[src/midi_event_serializer_assert.svh]
// Assertion macros for the MIDI event serializer.
// Expects clk and rst_n in the scope where a macro is used.
`ifndef MIDI_EVENT_SERIALIZER_ASSERT_SVH
`define MIDI_EVENT_SERIALIZER_ASSERT_SVH

// check on every clock edge outside reset
`define MES_ASSERT(lbl, prop) \
    lbl: assert property (@(posedge clk) disable iff (!rst_n) prop) \
        else $error("serializer assertion failed");

// check on every clock edge, reset included
`define MES_ASSERT_ALWAYS(lbl, prop) \
    lbl: assert property (@(posedge clk) prop) \
        else $error("serializer assertion failed in reset");

`endif

[src/mes_pkg.sv]
// Package for the MIDI event serializer: payload types, event codes, wire constants.
// No dependencies.
`timescale 1ns / 1ps

package mes_pkg;

    localparam int CHUNK_BYTES_DEF = 12;
    localparam int QUEUE_DEPTH     = 2;
    localparam int SRC_BYTES       = 12;
    localparam int HALF_BYTES      = 6;
    localparam int FIXED_MAX_BYTES = 12;

    localparam logic [4:0] ACT_NOTE      = 5'd1;
    localparam logic [4:0] ACT_KEYON     = 5'd2;
    localparam logic [4:0] ACT_KEYOFF    = 5'd3;
    localparam logic [4:0] ACT_POLYTOUCH = 5'd4;
    localparam logic [4:0] ACT_CTRL      = 5'd5;
    localparam logic [4:0] ACT_PROG      = 5'd6;
    localparam logic [4:0] ACT_CHANPRESS = 5'd7;
    localparam logic [4:0] ACT_BEND      = 5'd8;
    localparam logic [4:0] ACT_SONGPOS   = 5'd9;
    localparam logic [4:0] ACT_SONGSEL   = 5'd10;
    localparam logic [4:0] ACT_CLOCK     = 5'd11;
    localparam logic [4:0] ACT_START     = 5'd12;
    localparam logic [4:0] ACT_CONTINUE  = 5'd13;
    localparam logic [4:0] ACT_STOP      = 5'd14;
    localparam logic [4:0] ACT_TUNE      = 5'd15;
    localparam logic [4:0] ACT_SENSE     = 5'd16;
    localparam logic [4:0] ACT_RESET     = 5'd17;
    localparam logic [4:0] ACT_SYSEX     = 5'd18;
    localparam logic [4:0] ACT_STREAM    = 5'd19;
    localparam logic [4:0] ACT_QFRAME    = 5'd20;
    localparam logic [4:0] ACT_CTRL14    = 5'd21;
    localparam logic [4:0] ACT_NRPN      = 5'd22;
    localparam logic [4:0] ACT_RPN       = 5'd23;

    localparam logic [3:0] NIB_NOTE_OFF = 4'h8;
    localparam logic [3:0] NIB_NOTE_ON  = 4'h9;
    localparam logic [3:0] NIB_POLY     = 4'hA;
    localparam logic [3:0] NIB_CTRL     = 4'hB;
    localparam logic [3:0] NIB_PROG     = 4'hC;
    localparam logic [3:0] NIB_CHPRESS  = 4'hD;
    localparam logic [3:0] NIB_BEND     = 4'hE;

    localparam logic [7:0] ST_SYSEX   = 8'hF0;
    localparam logic [7:0] ST_QFRAME  = 8'hF1;
    localparam logic [7:0] ST_SONGPOS = 8'hF2;
    localparam logic [7:0] ST_SONGSEL = 8'hF3;
    localparam logic [7:0] ST_TUNE    = 8'hF6;
    localparam logic [7:0] ST_EOX     = 8'hF7;
    localparam logic [7:0] ST_CLOCK   = 8'hF8;
    localparam logic [7:0] ST_START   = 8'hFA;
    localparam logic [7:0] ST_CONT    = 8'hFB;
    localparam logic [7:0] ST_STOP    = 8'hFC;
    localparam logic [7:0] ST_SENSE   = 8'hFE;
    localparam logic [7:0] ST_RESET   = 8'hFF;

    localparam logic [7:0] CC_NRPN_MSB  = 8'd99;
    localparam logic [7:0] CC_NRPN_LSB  = 8'd98;
    localparam logic [7:0] CC_RPN_MSB   = 8'd101;
    localparam logic [7:0] CC_RPN_LSB   = 8'd100;
    localparam logic [7:0] CC_DATA_MSB  = 8'd6;
    localparam logic [7:0] CC_DATA_LSB  = 8'd38;
    localparam logic [7:0] CC14_LSB_OFS = 8'd32;

    typedef struct packed {
        logic [4:0]  action;
        logic [3:0]  channel;
        logic [6:0]  data_one;
        logic [6:0]  data_two;
        logic [13:0] param_number;
        logic [13:0] param_value;
        logic [47:0] chunk_low;
        logic [47:0] chunk_high;
        logic        chunk_final;
        logic [3:0]  final_count;
    } item_t;

    typedef struct packed {
        logic [7:0] out_byte;
        logic       last_byte;
    } result_t;

    function automatic int max_bytes(input int chunk_bytes);
        max_bytes = (chunk_bytes + 1 > FIXED_MAX_BYTES) ? chunk_bytes + 1 : FIXED_MAX_BYTES;
    endfunction

endpackage

[src/midi_event_serializer.sv]
// MIDI event serializer top level: front classifier, job queue, byte back end.
// Depends on mes_pkg, mes_front, mes_queue, mes_back and the assertion header.
//
// Usage:
// Input side is a queue write port: drive item and push; a transaction
// completes at a clock edge with push high and full low. Each item is one
// MIDI event and gives 0 to max(CHUNK_BYTES+1, 12) wire bytes (13 by default).
// Result side is a queue read port: while empty is low, result holds the
// oldest byte, with last_byte set on the final byte of its event; pop takes it.
// The first byte of an event passes through the queue, then the result register.
// One byte per cycle goes through the single result register while pop keeps
// taking bytes; the front takes the next event while the back end still works,
// up to two events queued.
// Events that give no bytes are accepted at the input and give nothing at the output.
// When pop stays low, the result register holds its byte, the queue fills and
// full rises; nothing is dropped.
// Reset clears the queue, the result valid flag and the open-chunk flag.
`timescale 1ns / 1ps

module midi_event_serializer
    import mes_pkg::*;
#(
    parameter int CHUNK_BYTES = CHUNK_BYTES_DEF
)
(
    input  logic    clk,
    input  logic    rst_n,
    input  logic    push,
    output logic    full,
    input  item_t   item,
    output logic    empty,
    input  logic    pop,
    output result_t result
);

`include "midi_event_serializer_assert.svh"

    localparam int MAX_BYTES = max_bytes(CHUNK_BYTES);
    localparam int CNT_W     = $clog2(MAX_BYTES + 1);
    localparam int JOB_W     = MAX_BYTES * 8 + CNT_W;

    logic                      accept;
    logic                      q_push;
    logic                      q_pop;
    logic                      q_valid;
    logic                      in_progress;
    logic [MAX_BYTES-1:0][7:0] job_bytes;
    logic [CNT_W-1:0]          job_count;
    logic [MAX_BYTES-1:0][7:0] head_bytes;
    logic [CNT_W-1:0]          head_count;
    logic [JOB_W-1:0]          q_wr_data;
    logic [JOB_W-1:0]          q_rd_data;

    assign accept    = push && !full;
    assign q_wr_data = {job_count, job_bytes};
    assign {head_count, head_bytes} = q_rd_data;

    mes_front #(
        .CHUNK_BYTES (CHUNK_BYTES),
        .MAX_BYTES   (MAX_BYTES),
        .CNT_W       (CNT_W)
    ) u_front (
        .clk         (clk),
        .rst_n       (rst_n),
        .accept      (accept),
        .item        (item),
        .job_push    (q_push),
        .job_bytes   (job_bytes),
        .job_count   (job_count),
        .in_progress (in_progress)
    );

    mes_queue #(
        .WIDTH (JOB_W),
        .DEPTH (QUEUE_DEPTH)
    ) u_queue (
        .clk     (clk),
        .rst_n   (rst_n),
        .wr_en   (q_push),
        .wr_data (q_wr_data),
        .rd_en   (q_pop),
        .rd_data (q_rd_data),
        .valid   (q_valid),
        .full    (full)
    );

    mes_back #(
        .MAX_BYTES (MAX_BYTES),
        .CNT_W     (CNT_W)
    ) u_back (
        .clk        (clk),
        .rst_n      (rst_n),
        .head_valid (q_valid),
        .head_bytes (head_bytes),
        .head_count (head_count),
        .head_pop   (q_pop),
        .pop        (pop),
        .empty      (empty),
        .result     (result)
    );

    `MES_ASSERT_ALWAYS(a_reset_empty, !rst_n |=> (empty && !q_valid && !in_progress))
    `MES_ASSERT(a_job_reaches_output, (q_valid && empty) |=> !empty)
    `MES_ASSERT(a_push_fills_queue, q_push |=> q_valid)
    `MES_ASSERT(a_flag_on_chunk_only, !accept |=> $stable(in_progress))

endmodule

[src/mes_front.sv]
// Front part: classifies one event into its list of wire bytes and a byte count.
// Holds the open-chunk flag. Depends on mes_pkg.
`timescale 1ns / 1ps

module mes_front
    import mes_pkg::*;
#(
    parameter int CHUNK_BYTES = CHUNK_BYTES_DEF,
    parameter int MAX_BYTES   = max_bytes(CHUNK_BYTES_DEF),
    parameter int CNT_W       = $clog2(max_bytes(CHUNK_BYTES_DEF) + 1)
)
(
    input  logic                       clk,
    input  logic                       rst_n,
    input  logic                       accept,
    input  item_t                      item,
    output logic                       job_push,
    output logic [MAX_BYTES-1:0][7:0]  job_bytes,
    output logic [CNT_W-1:0]           job_count,
    output logic                       in_progress
);

    localparam logic [CNT_W-1:0] CB_FULL = CNT_W'(CHUNK_BYTES);
    localparam logic [CNT_W-1:0] CB_LAST = CNT_W'(CHUNK_BYTES - 1);

    logic                      flag_reg;
    logic                      flag_next;
    logic [MAX_BYTES-1:0][7:0] cb;
    logic [MAX_BYTES-1:0][7:0] ch_b;
    logic [CNT_W-1:0]          ch_cnt;
    logic [CNT_W-1:0]          fc;
    logic [CNT_W-1:0]          n;
    logic                      is_sysex;
    logic                      is_chunk;
    logic                      off;
    logic                      eox;
    logic [7:0]                cc_st;
    logic [7:0]                d1;
    logic [7:0]                d2;

    genvar k;
    generate
        for (k = 0; k < MAX_BYTES; k++) begin : g_cb
            if (k < HALF_BYTES) begin : g_lo
                assign cb[k] = item.chunk_low[8*k +: 8];
            end
            else if (k < SRC_BYTES) begin : g_hi
                assign cb[k] = item.chunk_high[8*(k-HALF_BYTES) +: 8];
            end
            else begin : g_zero
                assign cb[k] = 8'h00;
            end
        end
    endgenerate

    assign is_sysex = (item.action == ACT_SYSEX);
    assign is_chunk = is_sysex || (item.action == ACT_STREAM);
    assign off      = is_sysex && !flag_reg;
    assign eox      = is_sysex && item.chunk_final;
    assign fc       = CNT_W'(item.final_count);
    assign n        = item.chunk_final ? ((fc > CB_LAST) ? CB_LAST : fc) : CB_FULL;

    always_comb
    begin
        ch_b = '0;
        for (int i = 0; i < MAX_BYTES; i++)
        begin
            if (off && i == 0)
            begin
                ch_b[i] = ST_SYSEX;
            end
            else if (CNT_W'(off ? i - 1 : i) < n)
            begin
                ch_b[i] = cb[off ? i - 1 : i];
            end
            else if (CNT_W'(off ? i - 1 : i) == n && eox)
            begin
                ch_b[i] = ST_EOX;
            end
        end
        ch_cnt = CNT_W'(off) + n + CNT_W'(eox);
    end

    assign cc_st = {NIB_CTRL, item.channel};
    assign d1    = {1'b0, item.data_one};
    assign d2    = {1'b0, item.data_two};

    always_comb
    begin
        job_bytes = '0;
        job_count = '0;
        unique case (item.action)
            ACT_NOTE, ACT_KEYON:
            begin
                job_bytes[0] = {NIB_NOTE_ON, item.channel};
                job_bytes[1] = d1;
                job_bytes[2] = d2;
                job_count    = CNT_W'(3);
            end
            ACT_KEYOFF:
            begin
                job_bytes[0] = {NIB_NOTE_OFF, item.channel};
                job_bytes[1] = d1;
                job_bytes[2] = d2;
                job_count    = CNT_W'(3);
            end
            ACT_POLYTOUCH:
            begin
                job_bytes[0] = {NIB_POLY, item.channel};
                job_bytes[1] = d1;
                job_bytes[2] = d2;
                job_count    = CNT_W'(3);
            end
            ACT_CTRL:
            begin
                job_bytes[0] = cc_st;
                job_bytes[1] = d1;
                job_bytes[2] = d2;
                job_count    = CNT_W'(3);
            end
            ACT_PROG:
            begin
                job_bytes[0] = {NIB_PROG, item.channel};
                job_bytes[1] = d1;
                job_count    = CNT_W'(2);
            end
            ACT_CHANPRESS:
            begin
                job_bytes[0] = {NIB_CHPRESS, item.channel};
                job_bytes[1] = d1;
                job_count    = CNT_W'(2);
            end
            ACT_BEND:
            begin
                job_bytes[0] = {NIB_BEND, item.channel};
                job_bytes[1] = d1;
                job_bytes[2] = d2;
                job_count    = CNT_W'(3);
            end
            ACT_SONGPOS:
            begin
                job_bytes[0] = ST_SONGPOS;
                job_bytes[1] = d1;
                job_bytes[2] = d2;
                job_count    = CNT_W'(3);
            end
            ACT_SONGSEL:
            begin
                job_bytes[0] = ST_SONGSEL;
                job_bytes[1] = d1;
                job_count    = CNT_W'(2);
            end
            ACT_CLOCK:
            begin
                job_bytes[0] = ST_CLOCK;
                job_count    = CNT_W'(1);
            end
            ACT_START:
            begin
                job_bytes[0] = ST_START;
                job_count    = CNT_W'(1);
            end
            ACT_CONTINUE:
            begin
                job_bytes[0] = ST_CONT;
                job_count    = CNT_W'(1);
            end
            ACT_STOP:
            begin
                job_bytes[0] = ST_STOP;
                job_count    = CNT_W'(1);
            end
            ACT_TUNE:
            begin
                job_bytes[0] = ST_TUNE;
                job_count    = CNT_W'(1);
            end
            ACT_SENSE:
            begin
                job_bytes[0] = ST_SENSE;
                job_count    = CNT_W'(1);
            end
            ACT_RESET:
            begin
                job_bytes[0] = ST_RESET;
                job_count    = CNT_W'(1);
            end
            ACT_SYSEX, ACT_STREAM:
            begin
                job_bytes = ch_b;
                job_count = ch_cnt;
            end
            ACT_QFRAME:
            begin
                job_bytes[0] = ST_QFRAME;
                job_bytes[1] = {1'b0, item.data_one[2:0], item.data_two[3:0]};
                job_count    = CNT_W'(2);
            end
            ACT_CTRL14:
            begin
                job_bytes[0] = cc_st;
                job_bytes[1] = 8'(item.param_number[4:0]);
                job_bytes[2] = {1'b0, item.param_value[13:7]};
                job_bytes[3] = cc_st;
                job_bytes[4] = 8'(item.param_number[4:0]) + CC14_LSB_OFS;
                job_bytes[5] = {1'b0, item.param_value[6:0]};
                job_count    = CNT_W'(6);
            end
            ACT_NRPN, ACT_RPN:
            begin
                job_bytes[0]  = cc_st;
                job_bytes[1]  = (item.action == ACT_NRPN) ? CC_NRPN_MSB : CC_RPN_MSB;
                job_bytes[2]  = {1'b0, item.param_number[13:7]};
                job_bytes[3]  = cc_st;
                job_bytes[4]  = (item.action == ACT_NRPN) ? CC_NRPN_LSB : CC_RPN_LSB;
                job_bytes[5]  = {1'b0, item.param_number[6:0]};
                job_bytes[6]  = cc_st;
                job_bytes[7]  = CC_DATA_MSB;
                job_bytes[8]  = {1'b0, item.param_value[13:7]};
                job_bytes[9]  = cc_st;
                job_bytes[10] = CC_DATA_LSB;
                job_bytes[11] = {1'b0, item.param_value[6:0]};
                job_count     = CNT_W'(12);
            end
            default:
            begin
                job_count = '0;
            end
        endcase
    end

    assign job_push    = accept && (job_count != '0);
    assign flag_next   = (accept && is_chunk) ? !item.chunk_final : flag_reg;
    assign in_progress = flag_reg;

    always_ff @(posedge clk or negedge rst_n)
    begin
        if (!rst_n)
        begin
            flag_reg <= 1'b0;
        end
        else
        begin
            flag_reg <= flag_next;
        end
    end

endmodule

[src/mes_queue.sv]
// Short job queue between the front and back parts.
// Generic width and depth; no package dependency beyond the file set.
`timescale 1ns / 1ps

module mes_queue
#(
    parameter int WIDTH = 8,
    parameter int DEPTH = 2
)
(
    input  logic             clk,
    input  logic             rst_n,
    input  logic             wr_en,
    input  logic [WIDTH-1:0] wr_data,
    input  logic             rd_en,
    output logic [WIDTH-1:0] rd_data,
    output logic             valid,
    output logic             full
);

    localparam int PTR_W = (DEPTH > 1) ? $clog2(DEPTH) : 1;
    localparam int CNT_W = $clog2(DEPTH + 1);
    localparam logic [PTR_W-1:0] PTR_LAST = PTR_W'(DEPTH - 1);
    localparam logic [CNT_W-1:0] CNT_FULL = CNT_W'(DEPTH);

    logic [WIDTH-1:0] mem_reg [DEPTH];
    logic [PTR_W-1:0] wr_ptr_reg;
    logic [PTR_W-1:0] wr_ptr_next;
    logic [PTR_W-1:0] rd_ptr_reg;
    logic [PTR_W-1:0] rd_ptr_next;
    logic [CNT_W-1:0] cnt_reg;
    logic [CNT_W-1:0] cnt_next;
    logic             do_wr;
    logic             do_rd;

    assign full    = (cnt_reg == CNT_FULL);
    assign valid   = (cnt_reg != '0);
    assign do_wr   = wr_en && !full;
    assign do_rd   = rd_en && valid;
    assign rd_data = mem_reg[rd_ptr_reg];

    always_comb
    begin
        wr_ptr_next = wr_ptr_reg;
        rd_ptr_next = rd_ptr_reg;
        cnt_next    = cnt_reg;
        if (do_wr)
        begin
            wr_ptr_next = (wr_ptr_reg == PTR_LAST) ? '0 : wr_ptr_reg + 1'b1;
        end
        if (do_rd)
        begin
            rd_ptr_next = (rd_ptr_reg == PTR_LAST) ? '0 : rd_ptr_reg + 1'b1;
        end
        if (do_wr && !do_rd)
        begin
            cnt_next = cnt_reg + 1'b1;
        end
        else if (do_rd && !do_wr)
        begin
            cnt_next = cnt_reg - 1'b1;
        end
    end

    always_ff @(posedge clk)
    begin
        if (do_wr)
        begin
            mem_reg[wr_ptr_reg] <= wr_data;
        end
    end

    always_ff @(posedge clk or negedge rst_n)
    begin
        if (!rst_n)
        begin
            wr_ptr_reg <= '0;
            rd_ptr_reg <= '0;
            cnt_reg    <= '0;
        end
        else
        begin
            wr_ptr_reg <= wr_ptr_next;
            rd_ptr_reg <= rd_ptr_next;
            cnt_reg    <= cnt_next;
        end
    end

endmodule

[src/mes_back.sv]
// Back part: walks the head job one byte per cycle into the result register
// while that register is free or being popped. Depends on mes_pkg.
`timescale 1ns / 1ps

module mes_back
    import mes_pkg::*;
#(
    parameter int MAX_BYTES = max_bytes(CHUNK_BYTES_DEF),
    parameter int CNT_W     = $clog2(max_bytes(CHUNK_BYTES_DEF) + 1)
)
(
    input  logic                      clk,
    input  logic                      rst_n,
    input  logic                      head_valid,
    input  logic [MAX_BYTES-1:0][7:0] head_bytes,
    input  logic [CNT_W-1:0]          head_count,
    output logic                      head_pop,
    input  logic                      pop,
    output logic                      empty,
    output result_t                   result
);

    localparam int IDX_W = $clog2(MAX_BYTES);

    logic [IDX_W-1:0] idx_reg;
    logic [IDX_W-1:0] idx_next;
    logic             out_valid_reg;
    logic             out_valid_next;
    result_t          out_reg;
    logic             load;
    logic             is_last;

    assign load     = head_valid && (!out_valid_reg || pop);
    assign is_last  = (CNT_W'(idx_reg) == head_count - 1'b1);
    assign head_pop = load && is_last;
    assign empty    = !out_valid_reg;
    assign result   = out_reg;

    always_comb
    begin
        idx_next       = idx_reg;
        out_valid_next = out_valid_reg;
        if (load)
        begin
            idx_next       = is_last ? '0 : idx_reg + 1'b1;
            out_valid_next = 1'b1;
        end
        else if (pop)
        begin
            out_valid_next = 1'b0;
        end
    end

    always_ff @(posedge clk)
    begin
        if (load)
        begin
            out_reg.out_byte  <= head_bytes[idx_reg];
            out_reg.last_byte <= is_last;
        end
    end

    always_ff @(posedge clk or negedge rst_n)
    begin
        if (!rst_n)
        begin
            idx_reg       <= '0;
            out_valid_reg <= 1'b0;
        end
        else
        begin
            idx_reg       <= idx_next;
            out_valid_reg <= out_valid_next;
        end
    end

endmodule
[config.mk]
export PLATFORM = sky130hd
export DESIGN_NAME = midi_event_serializer
export DESIGN_NICKNAME = d
export VERILOG_FILES = /design/src/mes_pkg.sv /design/src/midi_event_serializer.sv /design/src/mes_front.sv /design/src/mes_queue.sv /design/src/mes_back.sv
export VERILOG_INCLUDE_DIRS = /design/src /design/src/src
export SDC_FILE = /design/constraint.sdc
export NUM_CORES = 1
export LEC_CHECK = 0
export BUFFER_PORTS_ARGS = -buffer_cell sky130_fd_sc_hd__buf_2
export CAP_MARGIN = 20
export CORE_MARGIN = 2
export CORE_UTILIZATION = 35
export CTS_CLUSTER_SIZE = 25
export DETAILED_ROUTE_END_ITERATION = 10
export PLACE_DENSITY = 0.54
export SYNTH_ARGS = -nofsm -noshare
export SYNTH_HDL_FRONTEND = slang
export SYNTH_SLANG_ARGS = --single-unit
export TNS_END_PERCENT = 10
[constraint.sdc]
create_clock -name clk -period 23.6 [get_ports clk]
set_clock_uncertainty 0.05 [all_clocks]
set_input_delay 0 -clock clk [delete_from_list [all_inputs] [get_ports clk]]
set_output_delay 0 -clock clk [all_outputs]
set_load 0.02 [all_outputs]
==> qor.txt, run 1 <==
Outcome: complete, no violations
Seq/Total Area, Yosys: 56.17%
Syn avg cell area: 11.85 um^2
Area Overhead vs Synth: 29.00%
Num CTS Buffers: 25
Slew Limit Fails: 0
CTS Root Buffer Type: clkbuf_16
Core Region: 0.03531 mm^2
Setup CP Type: reg -> reg
Fmax achieved: 211.0 MHz
Layout cell share with drive strength beyond 1: 20.26%
Max cap viols: 0
FF-to-FF End: u_queue.mem_reg[1][38]
Vias in the first global route: 10120
Mapped cell area: 0.01247 mm^2
Post-DP Area: 0.01372 mm^2
Synth Net Count: 1223
CP Data Required Time: 23.68 ns
Max IR drop VDD: 58.35 uV
H-tree depth: 1
Synth cell types: 72
Period utilization: 20.08%
Detail Placement HPWL: 30950 um
DRC Markers: 0
Largest net degree at the start of global routing: 77
Worst-Margin Slew: 1.087 ns
Worst-case reg-to-reg path depth: 9
Lkg Pwr: 0.006165 uW
WHS: 0.02220 ns
ANT nets after route: 0
Synth Instances: 1053
Initial antenna violation count: 2
Critical path fanouts, max: 76
Yosys reg bits: 235
Reg2Reg Launch Point: u_front.in_progress
Vias after detailed routing: 10370
Fillers: 3223
Prevailing post-synth register cell: edfxtp_1
Boundary Pins: 167
Pre-CTS setup slack: 18.56 ns
Setup violators final: 0
Max FFs per register: 216
Top post-synthesis cells by count: 225 x edfxtp_1, 204 x nand2_1, 73 x o21ai_0, 52 x mux2i_1
Hold path cells: 4
Asr flop ratio synth: 4.255%
Final #Nets: 1518
Port Buffer Count: 166
Area contributors post-synth: edfxtp_1 54%, mux4_2 7.6%, nand2_1 6.1%
# diodes: 0
Clk sinks: 235
Row count: 69
Setup WS post-layout: 18.86 ns
Unrepaired setup endpoints after global routing: false
Clock transition at path regs: 0.06 ns
CTS tree: yes
Initial core utilization: 35.32%
Die height: 192.8 um
RD Place Congestion: 0.8965
Top-count cell post-synth: edfxtp_1
Die Span X: 192.8 um
Top cell type's share of synthesized area: 54.17%
Total GRT Usage: 23.59%
Global-route wire length before repair: 63790 um
Synth warnings: 0
Slew margin rel.: 27.33%
Setup TNS: 0 ns
EDFF count, synth: 225
Final Hold Vio Count: 0
R2r setup slk: 18.86 ns
Arr. time, crit path: 4.82 ns
DRT iter0 DRCs: 1249
Drt wl/cell: 24.02 um
Clk Latency, worst-skew pair: 0.52 ns
Hold path start: item[6]
Pre-antenna DRT Iters: 5
Vias per inst: 5.675
Area leader, netlist: edfxtp_1
Die area: 0.03716 mm^2
Final wirelength: 43900 um
Tmin final: 4.739 ns
Nature of the critical path endpoint: flip-flop
Pwr Density: 89.78 mW/mm^2
Design area: 0.01609 mm^2
Critical path startpoint category: flip-flop
Fin cells: 1828
Gr ovfl total: 0
Hold WC Path Type: in -> reg
Longest Clk Path Bufs: 3
Post-CTS resize count: 0
Placed instance count: 1624
Worst hold endpoint: u_queue.mem_reg[1][49]
cells in the final DEF, fill, tap and decap left out, types with 25 or more instances in the layout:
cell,count
nand2_1,204
edfxtp_1,225
o21ai_0,73
dlygate4sd3_1,157
mux4_2,42
nor2_1,28
a21oi_1,36
clkbuf_16,25
nand3_1,25
mux2i_1,52
and3_1,42
buf_2,167
layer usage:
metal	track usage [%]	routed length, um	vias to the layer above
li1	-	-	4643
met1	32.42	18600	5178
met2	37.70	20460	457
met3	3.237	2974	96
met4	9.395	1864	0
met5	0	0	-
stage by stage:
step / util [%] / power (uW)
CTS: 45.55 / 1455
detailed placement: 38.84 / 1053
finish: 45.57 / 1445
global placement: 38.79 / 1047
floorplan: - / 903.5
global route: 45.57 / 1513
worst max-delay path by stage:
stage / startpoint / end / depth (start not counted)
after floorplan: u_front.in_progress / u_queue.mem_reg[0][0] / 11
after global placement: item[148] / u_queue.mem_reg[0][68] / 10
after detailed placement: item[148] / u_queue.mem_reg[1][76] / 10
after CTS: u_front.in_progress / u_queue.mem_reg[1][76] / 9
after global routing: u_front.in_progress / u_queue.mem_reg[1][38] / 9
final: u_front.in_progress / u_queue.mem_reg[1][38] / 9
power by group:
group	leakage, uW	internal, uW	switching [uW]	total, uW
registers	0.00230	555	42.4	598
logic	0.00347	196	268	463
clock network	0.000392	226	157	384
repair_timing:
action,4_1_cts,5_1_grt
setup endpoints to repair,0,0
hold endpoints to repair,189,0
hold buffers,157,0
buffers inserted,0,0
cells by family after synthesis:
| logic type | after synthesis | share of synthesized area [%] |
|---|---|---|
| multiplexers | 99 | 12.21 |
| AO/OA/AOI/OAI | 248 | 13.07 |
| XOR/XNOR | 9 | 0.6319 |
| buffers and inverters | 85 | 2.939 |
| flip-flops | 235 | 56.17 |
| adder cells (fa/ha/maj) | 14 | 1.465 |
| AND/OR/NAND/NOR | 363 | 13.51 |
worst max-delay path, stage by stage, from the launching register on:
cell	delay, ns
dfrtp_1	0.39
inv_1	0.08
and4_4	0.42
buf_4	0.71
fa_1	0.34
nand3_1	0.09
a311oi_1	0.44
o41a_1	0.31
and2_4	0.50
buf_4	0.92
final cells by class:
type / instances / area [um^2] / share of cell area [%]
flip-flops and latches: 235 / 7012 / 43.58
multi-input cells: 733 / 5125 / 31.85
repair buffers: 337 / 2517 / 15.65
clock buffers: 28 / 636.9 / 3.958
well taps: 461 / 576.8 / 3.585
clock inverters: 18 / 161.4 / 1.003
inverters: 16 / 61.31 / 0.3810
Note: power is estimated with default switching activity, not from simulation.
==> inputs of run 2 (changes only) <==
ABC_AREA = 1   (was unset)
clock period = 4.5 ns   (was 23.6 ns; I/O delays follow)
==> qor.txt, run 2 <==
Initial antenna violation count: 0
Yosys reg bits: 235
Total GRT Usage: 24.78%
Clock transition at path regs: 0.07 ns
WHS: 0.001115 ns
EDFF count, synth: 225
Most frequent cells in the layout: 333 x nand2_1, 225 x edfxtp_1, 173 x nor2_1
Core Region: 0.03643 mm^2
Prevailing post-synth register cell: edfxtp_1
Worst-Margin Slew: 0.9548 ns
Syn avg cell area: 8.923 um^2
Vias after detailed routing: 11850
Drt wl/cell: 21.65 um
Clk sinks: 235
Detail Placement HPWL: 34440 um
Final #Nets: 1904
Top cell type's share of synthesized area: 52.55%
Clk Latency, worst-skew pair: 0.55 ns
Port Buffer Count: 166
Slew margin rel.: 35.67%
Arr. time, crit path: 4.46 ns
R2r setup slk: 0.27 ns
Row count: 70
Setup CP Type: reg -> reg
CTS Root Buffer Type: clkbuf_16
Die area: 0.03828 mm^2
Pwr Total: 8122 uW
Setup repair bufs after CTS: 0
Seq/Total Area, Yosys: 54.50%
Die height: 195.7 um
Slowest CP cell: dlygate4sd3_1
Critical path startpoint category: flip-flop
Area leader, netlist: edfxtp_1
Layout cell share with drive strength beyond 1: 15.19%
DRC Markers: 0
Vias in the first global route: 11140
Worst-path cell chain: inv_1 -> nand2_4 -> inv_2 -> buf_4 -> ha_1 -> a21oi_1 -> o21bai_1 -> a21oi_1 -> nand3_1 -> dlygate4sd3_1 -> nand2_1 -> o21ai_0 -> dlygate4sd3_1
Top post-synthesis cells by count: 333 x nand2_1, 225 x edfxtp_1, 174 x nor2_1, 147 x o21ai_0, 121 x inv_1
Most common cell after layout, fill and taps aside: nand2_1
Synth Instances: 1441
Boundary Pins: 167
Post-DP Area: 0.01411 mm^2
RD Place Congestion: 0.9572
Pre-antenna DRT Iters: 5
Fmax achieved: 236.5 MHz
Slew Limit Fails: 0
Nature of the critical path endpoint: flip-flop
Unrepaired setup endpoints after global routing: false
Outcome: complete, no violations
H-tree depth: 1
ANT nets after route: 0
Max incr delay on CP: 0.60 ns
Hold WC Path Type: in -> reg
Lkg Pwr: 0.006844 uW
Area Overhead vs Synth: 28.12%
Final wirelength: 48050 um
Critical path fanouts, max: 62
Longest Clk Path Bufs: 3
Synth Net Count: 1611
Setup WS post-layout: 0.2708 ns
Largest net degree at the start of global routing: 109
Setup violators final: 0
Setup TNS: 0 ns
Initial core utilization: 35.29%
Pwr Density: 493.0 mW/mm^2
CTS tree: yes
Max cap viols: 0
Num CTS Buffers: 27
Pre-CTS setup slack: 1.030 ns
Final Hold Vio Count: 0
Synth warnings: 0
Design area: 0.01647 mm^2
DRT iter0 DRCs: 1202
Gr ovfl total: 0
Tmin final: 4.229 ns
CP Data Required Time: 4.73 ns
Global-route wire length before repair: 70800 um
Asr flop ratio synth: 4.255%
Die Span X: 195.7 um
Mapped cell area: 0.01286 mm^2
Vias per inst: 5.338
Synth cell types: 46
# diodes: 0
Max IR drop VDD: 401.2 uV
Fillers: 3527
Top-count cell post-synth: nand2_1
Area contributors post-synth: edfxtp_1 53%, nand2_1 9.7%, o21ai_0 5.7%
Max FFs per register: 216
Period utilization: 93.98%
## run 2: logic make-up (layout without fill, tap and decap cells)
group | count (synthesis) | after routing | share of synthesized area (%)
AOI/OAI and AO/OA | 329 | 329 | 15.40
xor gates and xnor gates | 10 | 10 | 0.6812
adders and majority gates | 14 | 14 | 1.421
buffers and inverters | 203 | 513 | 6.539
DFF | 235 | 235 | 54.50
muxes | 6 | 6 | 0.4671
and+or+nand+nor | 644 | 644 | 20.99
## run 2: where the power goes
part / internal (uW) / switching [uW]
combinational: 865 / 1950
clock: 1260 / 852
sequential: 2980 / 212
total: 5110 / 3010
## run 2: critical path, delay by kind of cell (launching register included)
| kind | cells | cell delay (ns) |
|---|---|---|
| AOI/OAI and AO/OA | 4 | 0.99 |
| adders and majority gates | 1 | 0.39 |
| buffers and inverters | 5 | 1.91 |
| DFF | 1 | 0.37 |
| and+or+nand+nor | 3 | 0.24 |
## run 2: final timing paths
check	start	end	cells after the start
setup / recovery	u_front.in_progress	u_queue.mem_reg[1][69]	13
hold / removal	item[34]	u_queue.mem_reg[1][77]	5
setup reg to reg	u_front.in_progress	u_queue.mem_reg[1][69]	13
hold reg to reg	u_queue.wr_ptr_reg	u_queue.wr_ptr_reg	2
max in group asynchronous	rst_n	u_queue.rd_ptr_reg	3
min in group asynchronous	rst_n	u_front.in_progress	3
## run 2: timing repair
item                      CTS  global route
hold buffers              152             0
hold endpoints to repair  198             0
resized for setup           0             0
## run 2: per-stage QoR
stage,utilization [%],instances
after detailed placement,38.74,2021
after global routing,45.21,2219
final,45.21,2219
after CTS,45.21,2219
after floorplan,-,1441
after global placement,38.74,2021
## run 2: layout make-up
class | count | area, um^2 | share of cell area [%]
inverters | 135 | 509.2 | 3.091
flip-flops and latches | 235 | 7012 | 42.56
repair buffers | 332 | 2507 | 15.22
clock buffers | 34 | 701.9 | 4.261
clock inverters | 12 | 135.1 | 0.8203
multi-input cells | 1003 | 5022 | 30.49
well taps | 468 | 585.6 | 3.555
## run 2: per-layer routing
metal | track usage [%] | wire length [um] | vias to the layer above
met4 | 7.267 | 1363 | 0
met1 | 36.29 | 21770 | 5606
met3 | 2.751 | 3342 | 71
met2 | 38.85 | 21570 | 592
li1 | - | - | 5577
met5 | 0 | 0 | -
